--- config.mk ---
export PLATFORM = sky130hd
export DESIGN_NAME = prse_step
export DESIGN_NICKNAME = d
export VERILOG_FILES = /design/src/hdl/pixel_rate_spike_encoder_macros.svh /design/src/hdl/prse_pkg.sv /design/src/hdl/prse_step.sv
export SDC_FILE = /design/constraint.sdc
export NUM_CORES = 1
export LEC_CHECK = 0
export BUFFER_PORTS_ARGS = -buffer_cell sky130_fd_sc_hd__buf_2
export CAP_MARGIN = 30
export CORE_ASPECT_RATIO = 1.2
export CORE_MARGIN = 10
export CORE_UTILIZATION = 35
export DETAILED_ROUTE_END_ITERATION = 16
export GPL_TIMING_DRIVEN = 0
export PLACE_DENSITY = 0.66
export SYNTH_ARGS = -nofsm -noshare
export SYNTH_HDL_FRONTEND = slang
export SYNTH_SLANG_ARGS = --single-unit
--- constraint.sdc ---
create_clock -name clk -period 2.2 [get_ports clk]
set_input_delay 0.44 -clock clk [delete_from_list [all_inputs] [get_ports clk]]
set_output_delay 0.44 -clock clk [all_outputs]
set_load 0.03 [all_outputs]
--- src/hdl/pixel_rate_spike_encoder_macros.svh ---
// assertion macros shared by the encoder modules
`ifndef PIXEL_RATE_SPIKE_ENCODER_MACROS_SVH
`define PIXEL_RATE_SPIKE_ENCODER_MACROS_SVH

// condition holds at every edge out of reset
`define PRSE_ASSERT_ALW(name, cond, msg) \
	name: assert property (@(posedge clk) disable iff (!arst_n) (cond)) \
		else $error(msg);

// antecedent implies consequent in the same cycle
`define PRSE_ASSERT_IMP(name, pre, post, msg) \
	name: assert property (@(posedge clk) disable iff (!arst_n) (pre) |-> (post)) \
		else $error(msg);

`endif

--- src/hdl/prse_pkg.sv ---
package prse_pkg;

	localparam int PIXEL_COUNT = 1024;
	localparam int MAX_STEPS  = 64;

	localparam int IDX_W   = 10;
	localparam int PIX_W   = 8;
	localparam int FACT_W  = 20;
	localparam int STEPS_W = 7;
	localparam int INC_W   = 28;
	localparam int ACC_W   = 32;
	localparam int FRAC_W  = 16;
	localparam int MASK_W  = 64;
	localparam int ADDR_W  = 10;
	localparam int NSTG    = MAX_STEPS + 1;
	localparam int MASK_SHIFT = MASK_W - MAX_STEPS;

	localparam logic [ACC_W-1:0]   ONE_Q16      = ACC_W'(32'h0001_0000);
	localparam logic [ADDR_W-1:0]  LAST_ADDR    = ADDR_W'(PIXEL_COUNT - 1);
	localparam logic [STEPS_W-1:0] STEP_LIM_MAX = STEPS_W'(MAX_STEPS);

	localparam logic [FACT_W-1:0]  FACTOR_RST   = FACT_W'(257);
	localparam logic [STEPS_W-1:0] ACTIVE_RST   = STEPS_W'(64);
	localparam logic [STEPS_W-1:0] FRAME_RST    = STEPS_W'(64);

	typedef enum logic [1:0] {
		CFG_INCR_FACTOR     = 2'd0,
		CFG_ACTIVE_STEPS    = 2'd1,
		CFG_STEPS_PER_FRAME = 2'd2
	} cfg_reg_t;

	typedef struct packed {
		logic              in_range;
		logic [IDX_W-1:0]  idx;
		logic [INC_W-1:0]  inc;
		logic [ACC_W-1:0]  acc;
		logic              sat;
		logic [MASK_W-1:0] mask;
	} item_t;

	function automatic logic [INC_W-1:0] calc_inc(input logic [FACT_W-1:0] factor,
		input logic [PIX_W-1:0] pix);
		return INC_W'(factor) * INC_W'(pix);
	endfunction

	function automatic logic idx_in_range(input logic [IDX_W-1:0] idx);
		return 32'(idx) < 32'(PIXEL_COUNT);
	endfunction

	function automatic logic step_on(input int k, input logic [STEPS_W-1:0] lim);
		return STEPS_W'(k) < lim;
	endfunction

endpackage

--- src/hdl/prse_step.sv ---
module prse_step (
	input  logic            clk,
	input  logic            arst_n,
	input  logic            adv,
	input  logic            step_en,
	input  logic            in_vld,
	input  prse_pkg::item_t in_item,
	output logic            out_vld,
	output prse_pkg::item_t out_item
);

	logic [prse_pkg::ACC_W:0]   sum;
	logic [prse_pkg::ACC_W-1:0] acc_sat;
	logic [prse_pkg::ACC_W-1:0] acc_new;
	logic                       fire;
	logic                       active;
	prse_pkg::item_t            nxt;
	logic                       vld_s1;
	prse_pkg::item_t            item_s1;

	assign sum = {1'b0, in_item.acc}
		+ {{(prse_pkg::ACC_W + 1 - prse_pkg::INC_W){1'b0}}, in_item.inc};
	assign acc_sat = sum[prse_pkg::ACC_W] ? '1 : sum[prse_pkg::ACC_W-1:0];
	assign fire    = |acc_sat[prse_pkg::ACC_W-1:prse_pkg::FRAC_W];
	assign acc_new = fire ? acc_sat - prse_pkg::ONE_Q16 : acc_sat;
	assign active  = in_vld & in_item.in_range & step_en;

	always_comb begin
		nxt = in_item;
		// this step's bit enters at the top, earlier steps move down
		nxt.mask = {active & fire, in_item.mask[prse_pkg::MASK_W-1:1]};
		if (active) begin
			nxt.acc = acc_new;
			nxt.sat = in_item.sat | sum[prse_pkg::ACC_W];
		end
	end

	always_ff @(posedge clk or negedge arst_n) begin
		if (!arst_n) begin
			vld_s1 <= 1'b0;
		end else if (adv) begin
			vld_s1 <= in_vld;
		end
	end

	always_ff @(posedge clk) begin
		if (adv) begin
			item_s1 <= nxt;
		end
	end

	assign out_vld  = vld_s1;
	assign out_item = item_s1;

endmodule

==> results.json <==
{
  "antenna_left": 0,
  "hold_violations": 0,
  "fin_worst_skew_ns": 0,
  "synth_top_cell_by_area": "edfxtp_1",
  "drc": 0,
  "place_area_mm2": 0.00926,
  "top_layer": "met4",
  "die_w_um": 151,
  "nNetsFinal": 1114,
  "power_density_mw_per_mm2": 759,
  "slowest_stage": "o41ai_4",
  "fin_area_mm2": 0.0110,
  "p_int_mw": 5.54,
  "crit_path_end_kind": "register",
  "cts.reportedPaths.clkPinSlew_ns": 0.07,
  "worst_slew_pin_slew_ns": 0.756,
  "hold_start": "in_item[56]",
  "clock_latency_ns": 0.41,
  "gp_congestion": 0.937,
  "synth-edff-count": 136,
  "track_usage_pct": 19.1,
  "synthArstFlopShare_pct": 0.730,
  "clock-root-buffer": "clkbuf_16",
  "overflow": 0,
  "leakagePower_nw": 4.36,
  "cts.sinks": 137,
  "initial_utilization_pct": 35.5,
  "slowest_delay_ns": 0.43,
  "pwr-share-comb_pct": 28.8,
  "coreArea_mm2": 0.0203,
  "yosysSeqAreaShare_pct": 57.1,
  "synth_top_area_share_pct": 56.8,
  "wl_met3_um": 2610,
  "grt_max_degree": 107,
  "via_count": 6465,
  "cts_max_path_buffers": 2,
  "cap_viol_max_count": 0,
  "synth_area_mm2": 0.00719,
  "layout-area-overhead-vs-synth_pct": 52.9,
  "rows": 57,
  "syn_avg_cell_area_um2": 12.0,
  "dp_hpwl_um": 20800,
  "wl_met2_um": 13600,
  "pre_cts_slack_ns": -1.88,
  "hold_depth": 1,
  "cts_made_buffers": 17,
  "wl_met1_um": 10100,
  "drive_above_1_share_pct": 55.7,
  "syn_inst": 599,
  "grt_pass1_wl_um": 38600,
  "hold_ws_ns": 0.188,
  "violations": "setup timing",
  "routed_wl_um": 27000,
  "crit_path_cell_trace": "buf_6 > ha_4 > buf_6 > nand4_1 > a211oi_2 > a21oi_4 > a21oi_4 > a2111oi_4 > a311o_2 > or3_4 > o41ai_4 > buf_4 > or2_4 > a211oi_4",
  "routed_via_density": 5.29,
  "hold_path_class": "input pin to register",
  "syn_nets": 771,
  "swShare_pct": 33.6,
  "post_drt_wl_per_cell_um": 22.1,
  "htree_num_levels": 4,
  "status": "complete, but fails checks",
  "rsz0062_at_grt": "true",
  "max_slew_margin_pct": 49.4,
  "dr.pass1.iters": 5,
  "fmax_mhz": 297,
  "p_clk_share_pct": 33.2,
  "ys_warn_count": 0,
  "startpoint_type": "input pin",
  "yosys_register_bits": 137,
  "worst-r2r-cell-count": 1,
  "setup_violations": 32,
  "seqPwrFrac_pct": 37.9,
  "rr_startpoint": "out_vld$_DFFE_PN0P_",
  "cts_tree": "done",
  "crit_type": "input pin to register",
  "antenna_found_initial": 2,
  "synth_top_flop_cell": "edfxtp_1",
  "drt-initial-drc-count": 414,
  "critPathArrivalTime_ns": 3.52,
  "dieArea_mm2": 0.0267,
  "critPathLaunch": "in_item[114]",
  "critPathMaxFanout": 6,
  "io_pins": 278,
  "chipHeight_um": 177,
  "p_sw_mw": 2.80,
  "fin_crit_ns": 3.37,
  "first_global_vias": 6512,
  "path_depth": 14,
  "critical_path_buf_inv_count": 3,
  "synth_area_leaders": "edfxtp_1 57%, ha_1 5.2%, nand2_1 3.9%",
  "slew_violations": 0,
  "io_buffers": 275,
  "setup_slack_ns": -1.17,
  "yosysUniqueCellTypes": 82,
  "min_period_over_period_pct": 153,
  "crit_required_ns": 2.35,
  "ir_worst_vdd_mv": 0.523,
  "critPathTopFamily": "compound AO/OA/AOI/OAI gates"
}
## cell type report
type	count	area, µm²
Fill cell	1812	9260
Sequential cell	137	4110
Multi-Input combinational cell	427	3880
Timing Repair Buffer	332	1930
Clock buffer	17	425
Tap cell	265	332
Clock inverter	15	148
Buffer	17	133
Inverter	10	37.5
Antenna cell	3	7.51
## cell families after synthesis
kind of cell	Yosys count	synth area share, %
compound gates	169	17.2
buf+inv	35	2.42
fa+ha+maj	31	5.50
simple gates	200	14.2
mux	7	1.06
flops	137	57.1
xor+xnor	20	2.44
## synthesized netlist by cell type (4+ instances only)
cell type,count
nand3_1,15
o31a_1,4
o21a_1,5
clkbuf_1,11
a21oi_1,38
nor2_1,39
a21oi_2,7
nand2b_1,5
nand2_1,74
a21o_1,6
nor4_1,4
buf_6,4
or3_1,5
o21ai_1,11
o21ai_0,32
o31ai_2,5
inv_1,9
o211ai_1,5
a31oi_1,7
ha_1,30
nand4_1,10
xor2_1,10
or2_2,6
buf_2,9
a211oi_2,4
a211oi_1,5
and2_1,10
and3_1,4
edfxtp_1,136
a211o_1,5
xnor2_1,10
nor3_1,9
## final timing paths
check | to | slack [ns]
worst min-delay path | out_item[55]$_DFFE_PP_ | 0.19
worst min register to register | out_vld$_DFFE_PN0P_ | 0.51
max in group asynchronous | out_vld$_DFFE_PN0P_ | 1.79
worst max register to register | out_vld$_DFFE_PN0P_ | 1.46
worst max-delay path | out_item[86]$_DFFE_PP_ | -1.17
min in group asynchronous | out_vld$_DFFE_PN0P_ | 0.32
## registers in the layout, summed over array words and instances, names as in the netlist
signal    count
out_item    136
out_vld       1
## metal layers
layer,vias up,global-route usage (%)
li1,3009,-
met4,0,6.39
met3,46,6.32
met5,-,0
met1,3118,21.1
met2,292,33.6
## placed cells by master (no fill, tap or decap), types with 5 or more instances in the layout
| cell | instances |
|---|---|
| nor2_4 | 6 |
| o31ai_2 | 5 |
| and2_1 | 8 |
| a21oi_2 | 16 |
| nand2_2 | 7 |
| a31oi_1 | 5 |
| buf_6 | 11 |
| a21oi_1 | 20 |
| inv_6 | 5 |
| nand2_1 | 67 |
| clkbuf_16 | 18 |
| ha_4 | 24 |
| xor2_1 | 8 |
| clkbuf_1 | 7 |
| inv_1 | 8 |
| ha_1 | 5 |
| o211ai_1 | 5 |
| nand4_1 | 10 |
| o21a_1 | 5 |
| edfxtp_1 | 136 |
| inv_8 | 5 |
| nor3_1 | 6 |
| a21o_1 | 6 |
| o21ai_2 | 10 |
| or2_2 | 5 |
| o21ai_0 | 19 |
| buf_4 | 58 |
| nand3_1 | 11 |
| buf_2 | 264 |
| o21ai_1 | 13 |
| a21oi_4 | 10 |
| a211oi_4 | 5 |
| xnor2_1 | 9 |
| nor2_1 | 29 |
## power groups by stage
| stage | Combinational (mW) | Sequential, mW | Clock, mW |
|---|---|---|---|
| 2_1_floorplan | 0.851 | 3.68 | 0 |
| 5_1_grt | 2.56 | 3.18 | 2.97 |
| 4_1_cts | 2.24 | 3.17 | 2.86 |
| 3_3_place_gp | 1.95 | 3.22 | 0 |
| 3_5_place_dp | 1.98 | 3.22 | 0 |
| 6_report | 2.40 | 3.16 | 2.77 |
## metrics by stage
| step | std cells | power (mW) | util, % | TNS, ns |
|---|---|---|---|---|
| after floorplan | 599 | 4.53 | - | -21.68 |
| after detailed placement | 1140 | 5.20 | 45.7 | -44.33 |
| after global routing | 1221 | 8.72 | 54.3 | -25.02 |
| final | 1223 | 8.34 | 54.3 | -22.00 |
| after CTS | 1209 | 8.27 | 52.6 | -22.53 |
| after global placement | 1139 | 5.17 | 45.6 | -173.07 |
## repair_timing
item / 4_1_cts / 5_1_grt
cloned: 2 / 0
setup endpoints to repair: 34 / 32
gates resized for setup: 100 / 69
hold buffers: 1 / 0
pin swaps: 63 / 37
hold endpoints to repair: 1 / 0
setup buffers: 37 / 16
Note: power is estimated with default switching activity, not from simulation.
