===== config.mk =====
export PLATFORM = sky130hd
export DESIGN_NAME = prse_hazard
export DESIGN_NICKNAME = d
export VERILOG_FILES = /design/src/hdl/pixel_rate_spike_encoder_macros.svh /design/src/hdl/prse_pkg.sv /design/src/hdl/prse_hazard.sv
export SDC_FILE = /design/constraint.sdc
export NUM_CORES = 1
export LEC_CHECK = 0
export BUFFER_PORTS_ARGS = -buffer_cell sky130_fd_sc_hd__buf_4
export CORE_AREA = 4 4 280 282
export DETAILED_ROUTE_END_ITERATION = 8
export DIE_AREA = 0 0 284 286
export PLACE_DENSITY_LB_ADDON = 0.2
export SYNTH_ARGS = -nofsm -noshare
export SYNTH_HDL_FRONTEND = slang
export SYNTH_SLANG_ARGS = --single-unit

===== constraint.sdc =====
create_clock -name vclk -period 4.5
set_clock_uncertainty 0.1 [all_clocks]
set_input_delay 0.9 -clock vclk [all_inputs]
set_output_delay 0.9 -clock vclk [all_outputs]
set_load 0.005 [all_outputs]

===== src/hdl/pixel_rate_spike_encoder_macros.svh =====
// assertion macros shared by the encoder modules
`ifndef PIXEL_RATE_SPIKE_ENCODER_MACROS_SVH
`define PIXEL_RATE_SPIKE_ENCODER_MACROS_SVH

// condition holds at every edge out of reset
`define PRSE_ASSERT_ALW(name, cond, msg) \
	name: assert property (@(posedge clk) disable iff (!arst_n) (cond)) \
		else $error(msg);

// antecedent implies consequent in the same cycle
`define PRSE_ASSERT_IMP(name, pre, post, msg) \
	name: assert property (@(posedge clk) disable iff (!arst_n) (pre) |-> (post)) \
		else $error(msg);

`endif


===== src/hdl/prse_pkg.sv =====
package prse_pkg;

	localparam int PIXEL_COUNT = 1024;
	localparam int MAX_STEPS  = 64;

	localparam int IDX_W   = 10;
	localparam int PIX_W   = 8;
	localparam int FACT_W  = 20;
	localparam int STEPS_W = 7;
	localparam int INC_W   = 28;
	localparam int ACC_W   = 32;
	localparam int FRAC_W  = 16;
	localparam int MASK_W  = 64;
	localparam int ADDR_W  = 10;
	localparam int NSTG    = MAX_STEPS + 1;
	localparam int MASK_SHIFT = MASK_W - MAX_STEPS;

	localparam logic [ACC_W-1:0]   ONE_Q16      = ACC_W'(32'h0001_0000);
	localparam logic [ADDR_W-1:0]  LAST_ADDR    = ADDR_W'(PIXEL_COUNT - 1);
	localparam logic [STEPS_W-1:0] STEP_LIM_MAX = STEPS_W'(MAX_STEPS);

	localparam logic [FACT_W-1:0]  FACTOR_RST   = FACT_W'(257);
	localparam logic [STEPS_W-1:0] ACTIVE_RST   = STEPS_W'(64);
	localparam logic [STEPS_W-1:0] FRAME_RST    = STEPS_W'(64);

	typedef enum logic [1:0] {
		CFG_INCR_FACTOR     = 2'd0,
		CFG_ACTIVE_STEPS    = 2'd1,
		CFG_STEPS_PER_FRAME = 2'd2
	} cfg_reg_t;

	typedef struct packed {
		logic              in_range;
		logic [IDX_W-1:0]  idx;
		logic [INC_W-1:0]  inc;
		logic [ACC_W-1:0]  acc;
		logic              sat;
		logic [MASK_W-1:0] mask;
	} item_t;

	function automatic logic [INC_W-1:0] calc_inc(input logic [FACT_W-1:0] factor,
		input logic [PIX_W-1:0] pix);
		return INC_W'(factor) * INC_W'(pix);
	endfunction

	function automatic logic idx_in_range(input logic [IDX_W-1:0] idx);
		return 32'(idx) < 32'(PIXEL_COUNT);
	endfunction

	function automatic logic step_on(input int k, input logic [STEPS_W-1:0] lim);
		return STEPS_W'(k) < lim;
	endfunction

endpackage


===== src/hdl/prse_hazard.sv =====
module prse_hazard (
	input  logic [prse_pkg::IDX_W-1:0]                   idx,
	input  logic [prse_pkg::NSTG-1:0]                    stg_vld,
	input  logic [prse_pkg::NSTG-1:0][prse_pkg::IDX_W-1:0] stg_idx,
	output logic                                         hit
);

	logic [prse_pkg::NSTG-1:0] match;

	always_comb begin
		for (int k = 0; k < prse_pkg::NSTG; k++) begin
			match[k] = stg_vld[k] & (stg_idx[k] == idx);
		end
	end

	assign hit = |match;

endmodule


==> impl_metrics.env, run 1 <==
export IMPL_status="complete, no violations"
export IMPL_p_switching_w=0.0006038
export IMPL_seq_cells=0
export IMPL_p_clk_share_pct=0
export IMPL_fin_crit_sh_pct=96.87
export IMPL_worstMarginPinSlew_ns=0.5478
export IMPL_start_util_pct=10.25
export IMPL_grt_setup_unrepaired="false"
export IMPL_powerDensity_nw_per_um2=96.60
export IMPL_use_met3_pct=3.482
export IMPL_cts_setup_buffers=0
export IMPL_drt_iter0_markers=227
export IMPL_rows=101
export IMPL_n_clock_buffer=0
export IMPL_pwr_share_seq_pct=0
export IMPL_gr_total_overflow=0
export IMPL_cp_arrival_ns=3.36
export IMPL_nNetsFinal=2431
export IMPL_critical_path_class="in2out"
export IMPL_die_w_um=284
export IMPL_grt_pass1_wl_um=84370
export IMPL_hold_slack_ns=2.369
export IMPL_dr_pass1_iters=4
export IMPL_ir_drop_mv=0.04882
export IMPL_io_buffers=726
export IMPL_grt_busiest_layer="met2"
export IMPL_gp_congestion=0.9408
export IMPL_core_area_um2=75700
export IMPL_syn_area_um2=7761
export IMPL_setup_violations=0
export IMPL_max_slew_margin_pct=63.48
export IMPL_hold_path_depth=6
export IMPL_comb_power_share_pct=100.0
export IMPL_maxSlewViolCount=0
export IMPL_syn2layout_area_growth_pct=90.25
export IMPL_finalHoldViolCount=0
export IMPL_ant_nets=0
export IMPL_syn_area_per_cell_um2=7.968
export IMPL_synthCells=974
export IMPL_p_int_w=0.0008226
export IMPL_dieArea_um2=81220
export IMPL_fin_area_um2=14770
export IMPL_sw_frac_of_total_pct=42.33
export IMPL_first_global_vias=11420
export IMPL_drc=0
export IMPL_yosysUniqueCellTypes=17
export IMPL_routed_wl_um=62220
export IMPL_place_area_um2=14690
export IMPL_io_pins=726
export IMPL_period_needed_ns=4.359
export IMPL_seq_area_um2=0
export IMPL_viasPerCell=3.738
export IMPL_synth_seq_area_share_pct=0
export IMPL_yosys_warnings=0
export IMPL_grtUsageMet1_pct=16.83
export IMPL_max_freq_mhz=229.4
export IMPL_grt_usage_pct=14.20
export IMPL_cp_data_required_time_ns=3.50
export IMPL_groute_layer_met2_usage_pct=26.67
export IMPL_max_cap_violations=0
export IMPL_drive_gt1_share_pct=47.36
export IMPL_end_kind="output port"
export IMPL_wire_per_inst_um=23.17
export IMPL_die_h_um=286
export IMPL_grt_max_degree=29
export IMPL_cp_max_fo=22
export IMPL_num_vias=10040
export IMPL_hold_class="in2out"
export IMPL_syn_nets=1699
export IMPL_start_kind="input pin"
export IMPL_antenna_found_initial=9
export IMPL_p_leak_nw=5.864
export IMPL_hpwl_um=55680
[cells in the mapped netlist]
library cell  instances  area [um2]
nor3_1               23       115.1
or3_1                 1       6.260
and4_1                1       8.760
buf_4                61       457.9
o21ai_0               2       10.01
a41oi_1               1       8.760
nand4_1             130       813.3
or4_1                 4       30.03
nor2_1                2       7.510
xor2_1              189        1655
buf_2                 5       25.02
nor4_1               49       306.5
and3_1                1       6.260
xnor2_1             461        4038
o22ai_1              22       137.6
nand3_1              18       90.09
buf_6                 4       45.04
[cell type report]
| cell class | count | area [um2] |
|---|---|---|
| antenna | 3 | 7.507 |
| fill | 8612 | 60930 |
| multi-input combinational | 904 | 7277 |
| tap | 978 | 1224 |
| timing repair buffer | 800 | 6257 |
[worst paths after layout]
check / from / endpoint / slack [ns]
min: stg_vld[12] / hit / 2.37
max: idx[7] / hit / 0.14
[kinds of logic after synthesis]
| logic type | count (synthesis) | synth area share [%] |
|---|---|---|
| xor gates and xnor gates | 650 | 73.35 |
| and+or+nand+nor | 229 | 17.83 |
| buffers and inverters | 70 | 6.803 |
| AOI/OAI and AO/OA | 25 | 2.015 |
[power by group through the flow]
| stage | logic [W] | clock network [W] | registers, W |
|---|---|---|---|
| finish | 0.00143 | 0.0000000000911 | 0 |
| global route | 0.00154 | 0 | 0 |
| CTS | 0.00145 | 0 | 0 |
| detailed placement | 0.00144 | 0 | 0 |
| global placement | 0.00143 | 0 | 0 |
| floorplan | 0.000656 | 0 | 0 |
[placed cells by master (no fill, tap or decap), types with 3 or more instances in the layout]
master and n:
buf_4 777, xnor2_1 461, xor2_1 189, nand4_1 130
nor4_1 47, nor3_1 22, o22ai_1 20, nand3_1 18
buf_12 18, diode_2 3, or4_1 3, buf_6 3
[layer usage]
metal | wire length [um] | vias to the layer above
met2 | 31920 | 457
li1 | - | 4781
met1 | 25200 | 4762
met3 | 4326 | 32
met4 | 756 | 4
met5 | 20 | -
[what timing repair did]
| item | in CTS | in global routing |
|---|---|---|
| setup endpoints to repair | 1 | 1 |
| hold buffers | 0 | 0 |
| gates cloned | 0 | 0 |
| pin swaps | 1 | 1 |
| endpoints found under the hold margin | 0 | 0 |
| resized for setup | 9 | 7 |
[worst max-delay path, cell delays in order]
cell and delay, ns:
buf_4 0.14, buf_12 0.18, buf_12 0.18, xor2_1 0.17
nor4_1 0.32, nand4_1 0.23, o22ai_1 0.48, nor4_1 0.10
and4_2 0.29, nand4_1 0.19, buf_4 0.15
[stage by stage]
step	worst slack, ns	cells	utilization [%]	power [W]	TNS, ns
4_1_cts	0.02503	2682	19.46	0.001451	0
2_1_floorplan	1.222	974	-	0.0006557	0
5_1_grt	0.01021	2682	19.50	0.001537	0
6_report	0.1409	2685	19.51	0.001426	0
3_3_place_gp	-0.4634	2682	19.40	0.001434	-0.4634
3_5_place_dp	-0.5350	2682	19.40	0.001440	-0.5350
Power figures use the tool's default switching activity.
==> inputs of run 2 (changes only) <==
- TNS_END_PERCENT: default -> 20
- clock period: 4.5 -> 5.5 ns (I/O delays scaled with it)
==> run 2 against run 1 <==
Design area is 2.1% lower. Cell count is 0.74% lower. Wire length is 3.4% higher. Critical path type unchanged. Utilization is 0.40 points lower. Sequential cell count stayed put. Global-route usage is 0.54 points higher. Via count is 0.57% higher. Worst setup slack better by 0.26 ns. Non-clock buffer count is 22 lower.
==> impl_metrics.env, run 2 (synthesized netlist as in run 1, its figures left out) <==
export IMPL_status="complete, no violations"
export IMPL_final_cells=2665
export IMPL_first_global_vias=11350
export IMPL_die_h_um=286
export IMPL_layout_common_cells="766 x buf_4, 461 x xnor2_1, 189 x xor2_1"
export IMPL_max_stage_delay_ns=0.54
export IMPL_drc=0
export IMPL_fin_total_pwr_w=0.001159
export IMPL_end_kind="output port"
export IMPL_io_buffers=726
export IMPL_fill_cells=8638
export IMPL_cp_max_fo=28
export IMPL_gr_total_overflow=0
export IMPL_io_pins=726
export IMPL_rows=101
export IMPL_hold_path_endpoint="hit"
export IMPL_seq_cells=0
export IMPL_num_vias=10090
export IMPL_period_needed_ns=5.100
export IMPL_powerDensity_nw_per_um2=80.17
export IMPL_hold_class="in2out"
export IMPL_start_kind="input pin"
export IMPL_maxSlewViolCount=0
export IMPL_grt_usage_pct=14.74
export IMPL_max_freq_mhz=196.1
export IMPL_fin_util_pct=19.10
export IMPL_antenna_found_initial=11
export IMPL_die_w_um=284
export IMPL_routed_wl_um=64340
export IMPL_setup_slack_ns=0.3999
export IMPL_grt_max_degree=30
export IMPL_postCtsHoldBufs=0
export IMPL_finalHoldViolCount=0
export IMPL_wire_per_inst_um=24.14
export IMPL_hpwl_um=56180
export IMPL_setup_violations=0
export IMPL_critical_path_class="in2out"
export IMPL_dieArea_um2=81220
export IMPL_fin_crit_sh_pct=92.73
export IMPL_cts_setup_buffers=0
export IMPL_max_slew_margin_pct=52.28
export IMPL_max_cap_violations=0
export IMPL_viasPerCell=3.787
export IMPL_worstPathCellList="buf_4, buf_12, xor2_1, nor4_1, nand4_1, o22ai_1, nor4_1, and4_1, nand4_1, buf_4"
export IMPL_ir_drop_mv=0.06491
export IMPL_grt_pass1_wl_um=86380
export IMPL_n_clock_buffer=0
export IMPL_seq_area_um2=0
export IMPL_hold_path_depth=6
export IMPL_pre_cts_slack_ns=0.1914
export IMPL_ctsResizeCount=0
export IMPL_drt_iter0_markers=286
export IMPL_gp_congestion=0.9200
export IMPL_placed_cells=2660
export IMPL_grt_setup_unrepaired="false"
export IMPL_min_from="stg_vld[12]"
export IMPL_p_leak_nw=5.716
export IMPL_dr_pass1_iters=7
export IMPL_setup_tns_ns=0
export IMPL_cp_arrival_ns=3.90
export IMPL_ant_nets=0
export IMPL_core_area_um2=75700
export IMPL_final_common_cell="buf_4"
export IMPL_cp_data_required_time_ns=4.30
export IMPL_worst_path_max_delay_cell="nor4_1"
export IMPL_worstMarginPinSlew_ns=0.7093
export IMPL_drive_gt1_share_pct=46.25
export IMPL_nNetsFinal=2409
export IMPL_syn2layout_area_growth_pct=86.31
export IMPL_start_util_pct=10.25
-- run 2: changes by cell type in the layout (fill, tap and decap cells not counted), moves of 2 or more --
cell / before / now
buf_8: 2 / 0
buf_6: 3 / 0
buf_12: 18 / 12
o22ai_1: 20 / 22
nor4_1: 47 / 49
buf_4: 777 / 766
o22ai_2: 2 / 0
diode_2: 3 / 5
-- run 2: worst max path at each step --
| stage | cells past startpoint | from | slack, ns | endpoint |
|---|---|---|---|---|
| 6_report | 10 | idx[0] | 0.40 | hit |
| 5_1_grt | 10 | idx[0] | 0.18 | hit |
| 4_1_cts | 10 | idx[6] | 0.19 | hit |
| 3_5_place_dp | 10 | idx[6] | 0.19 | hit |
| 3_3_place_gp | 10 | idx[6] | 0.19 | hit |
| 2_1_floorplan | 8 | idx[2] | 1.82 | hit |
-- run 2: area by class of cell --
class              count  area, um2  area share (%)
repair buffers       778       5991           41.43
well taps            978       1224           8.462
diodes                 5      12.51         0.08653
multi-input cells    904       7233           50.02
-- run 2: critical path: cells and delay by family --
| family | cells | cell delay [ns] |
|---|---|---|
| xor gates and xnor gates | 1 | 0.13 |
| buffers and inverters | 3 | 0.76 |
| and+or+nand+nor | 5 | 1.42 |
| AOI/OAI and AO/OA | 1 | 0.39 |
-- run 2: routing by layer --
metal | up-vias | wire length (um) | part of all wire, % | track usage [%]
met5 | - | 70 | 0.11 | 0
met4 | 12 | 1098 | 1.7 | 2.132
met3 | 56 | 5155 | 8.0 | 4.088
met2 | 484 | 32950 | 51 | 27.59
met1 | 4804 | 25060 | 39 | 17.02
li1 | 4737 | - | - | -
-- run 2: where the power goes --
group / total (W) / internal (W) / switching (W)
registers: 0 / 0 / 0
clock network: 0.000000000115 / 0.000000000115 / 0
logic: 0.00116 / 0.000657 / 0.000503
total: 0.00116 / 0.000657 / 0.000503
-- run 2: per-stage QoR --
stage / cell area, um2 / hold slack (ns)
final: 14460 / 2.680
after global routing: 14450 / 2.714
after CTS: 14450 / 2.697
after detailed placement: 14450 / 2.693
after global placement: 14450 / 2.693
after floorplan: 7761 / 2.344
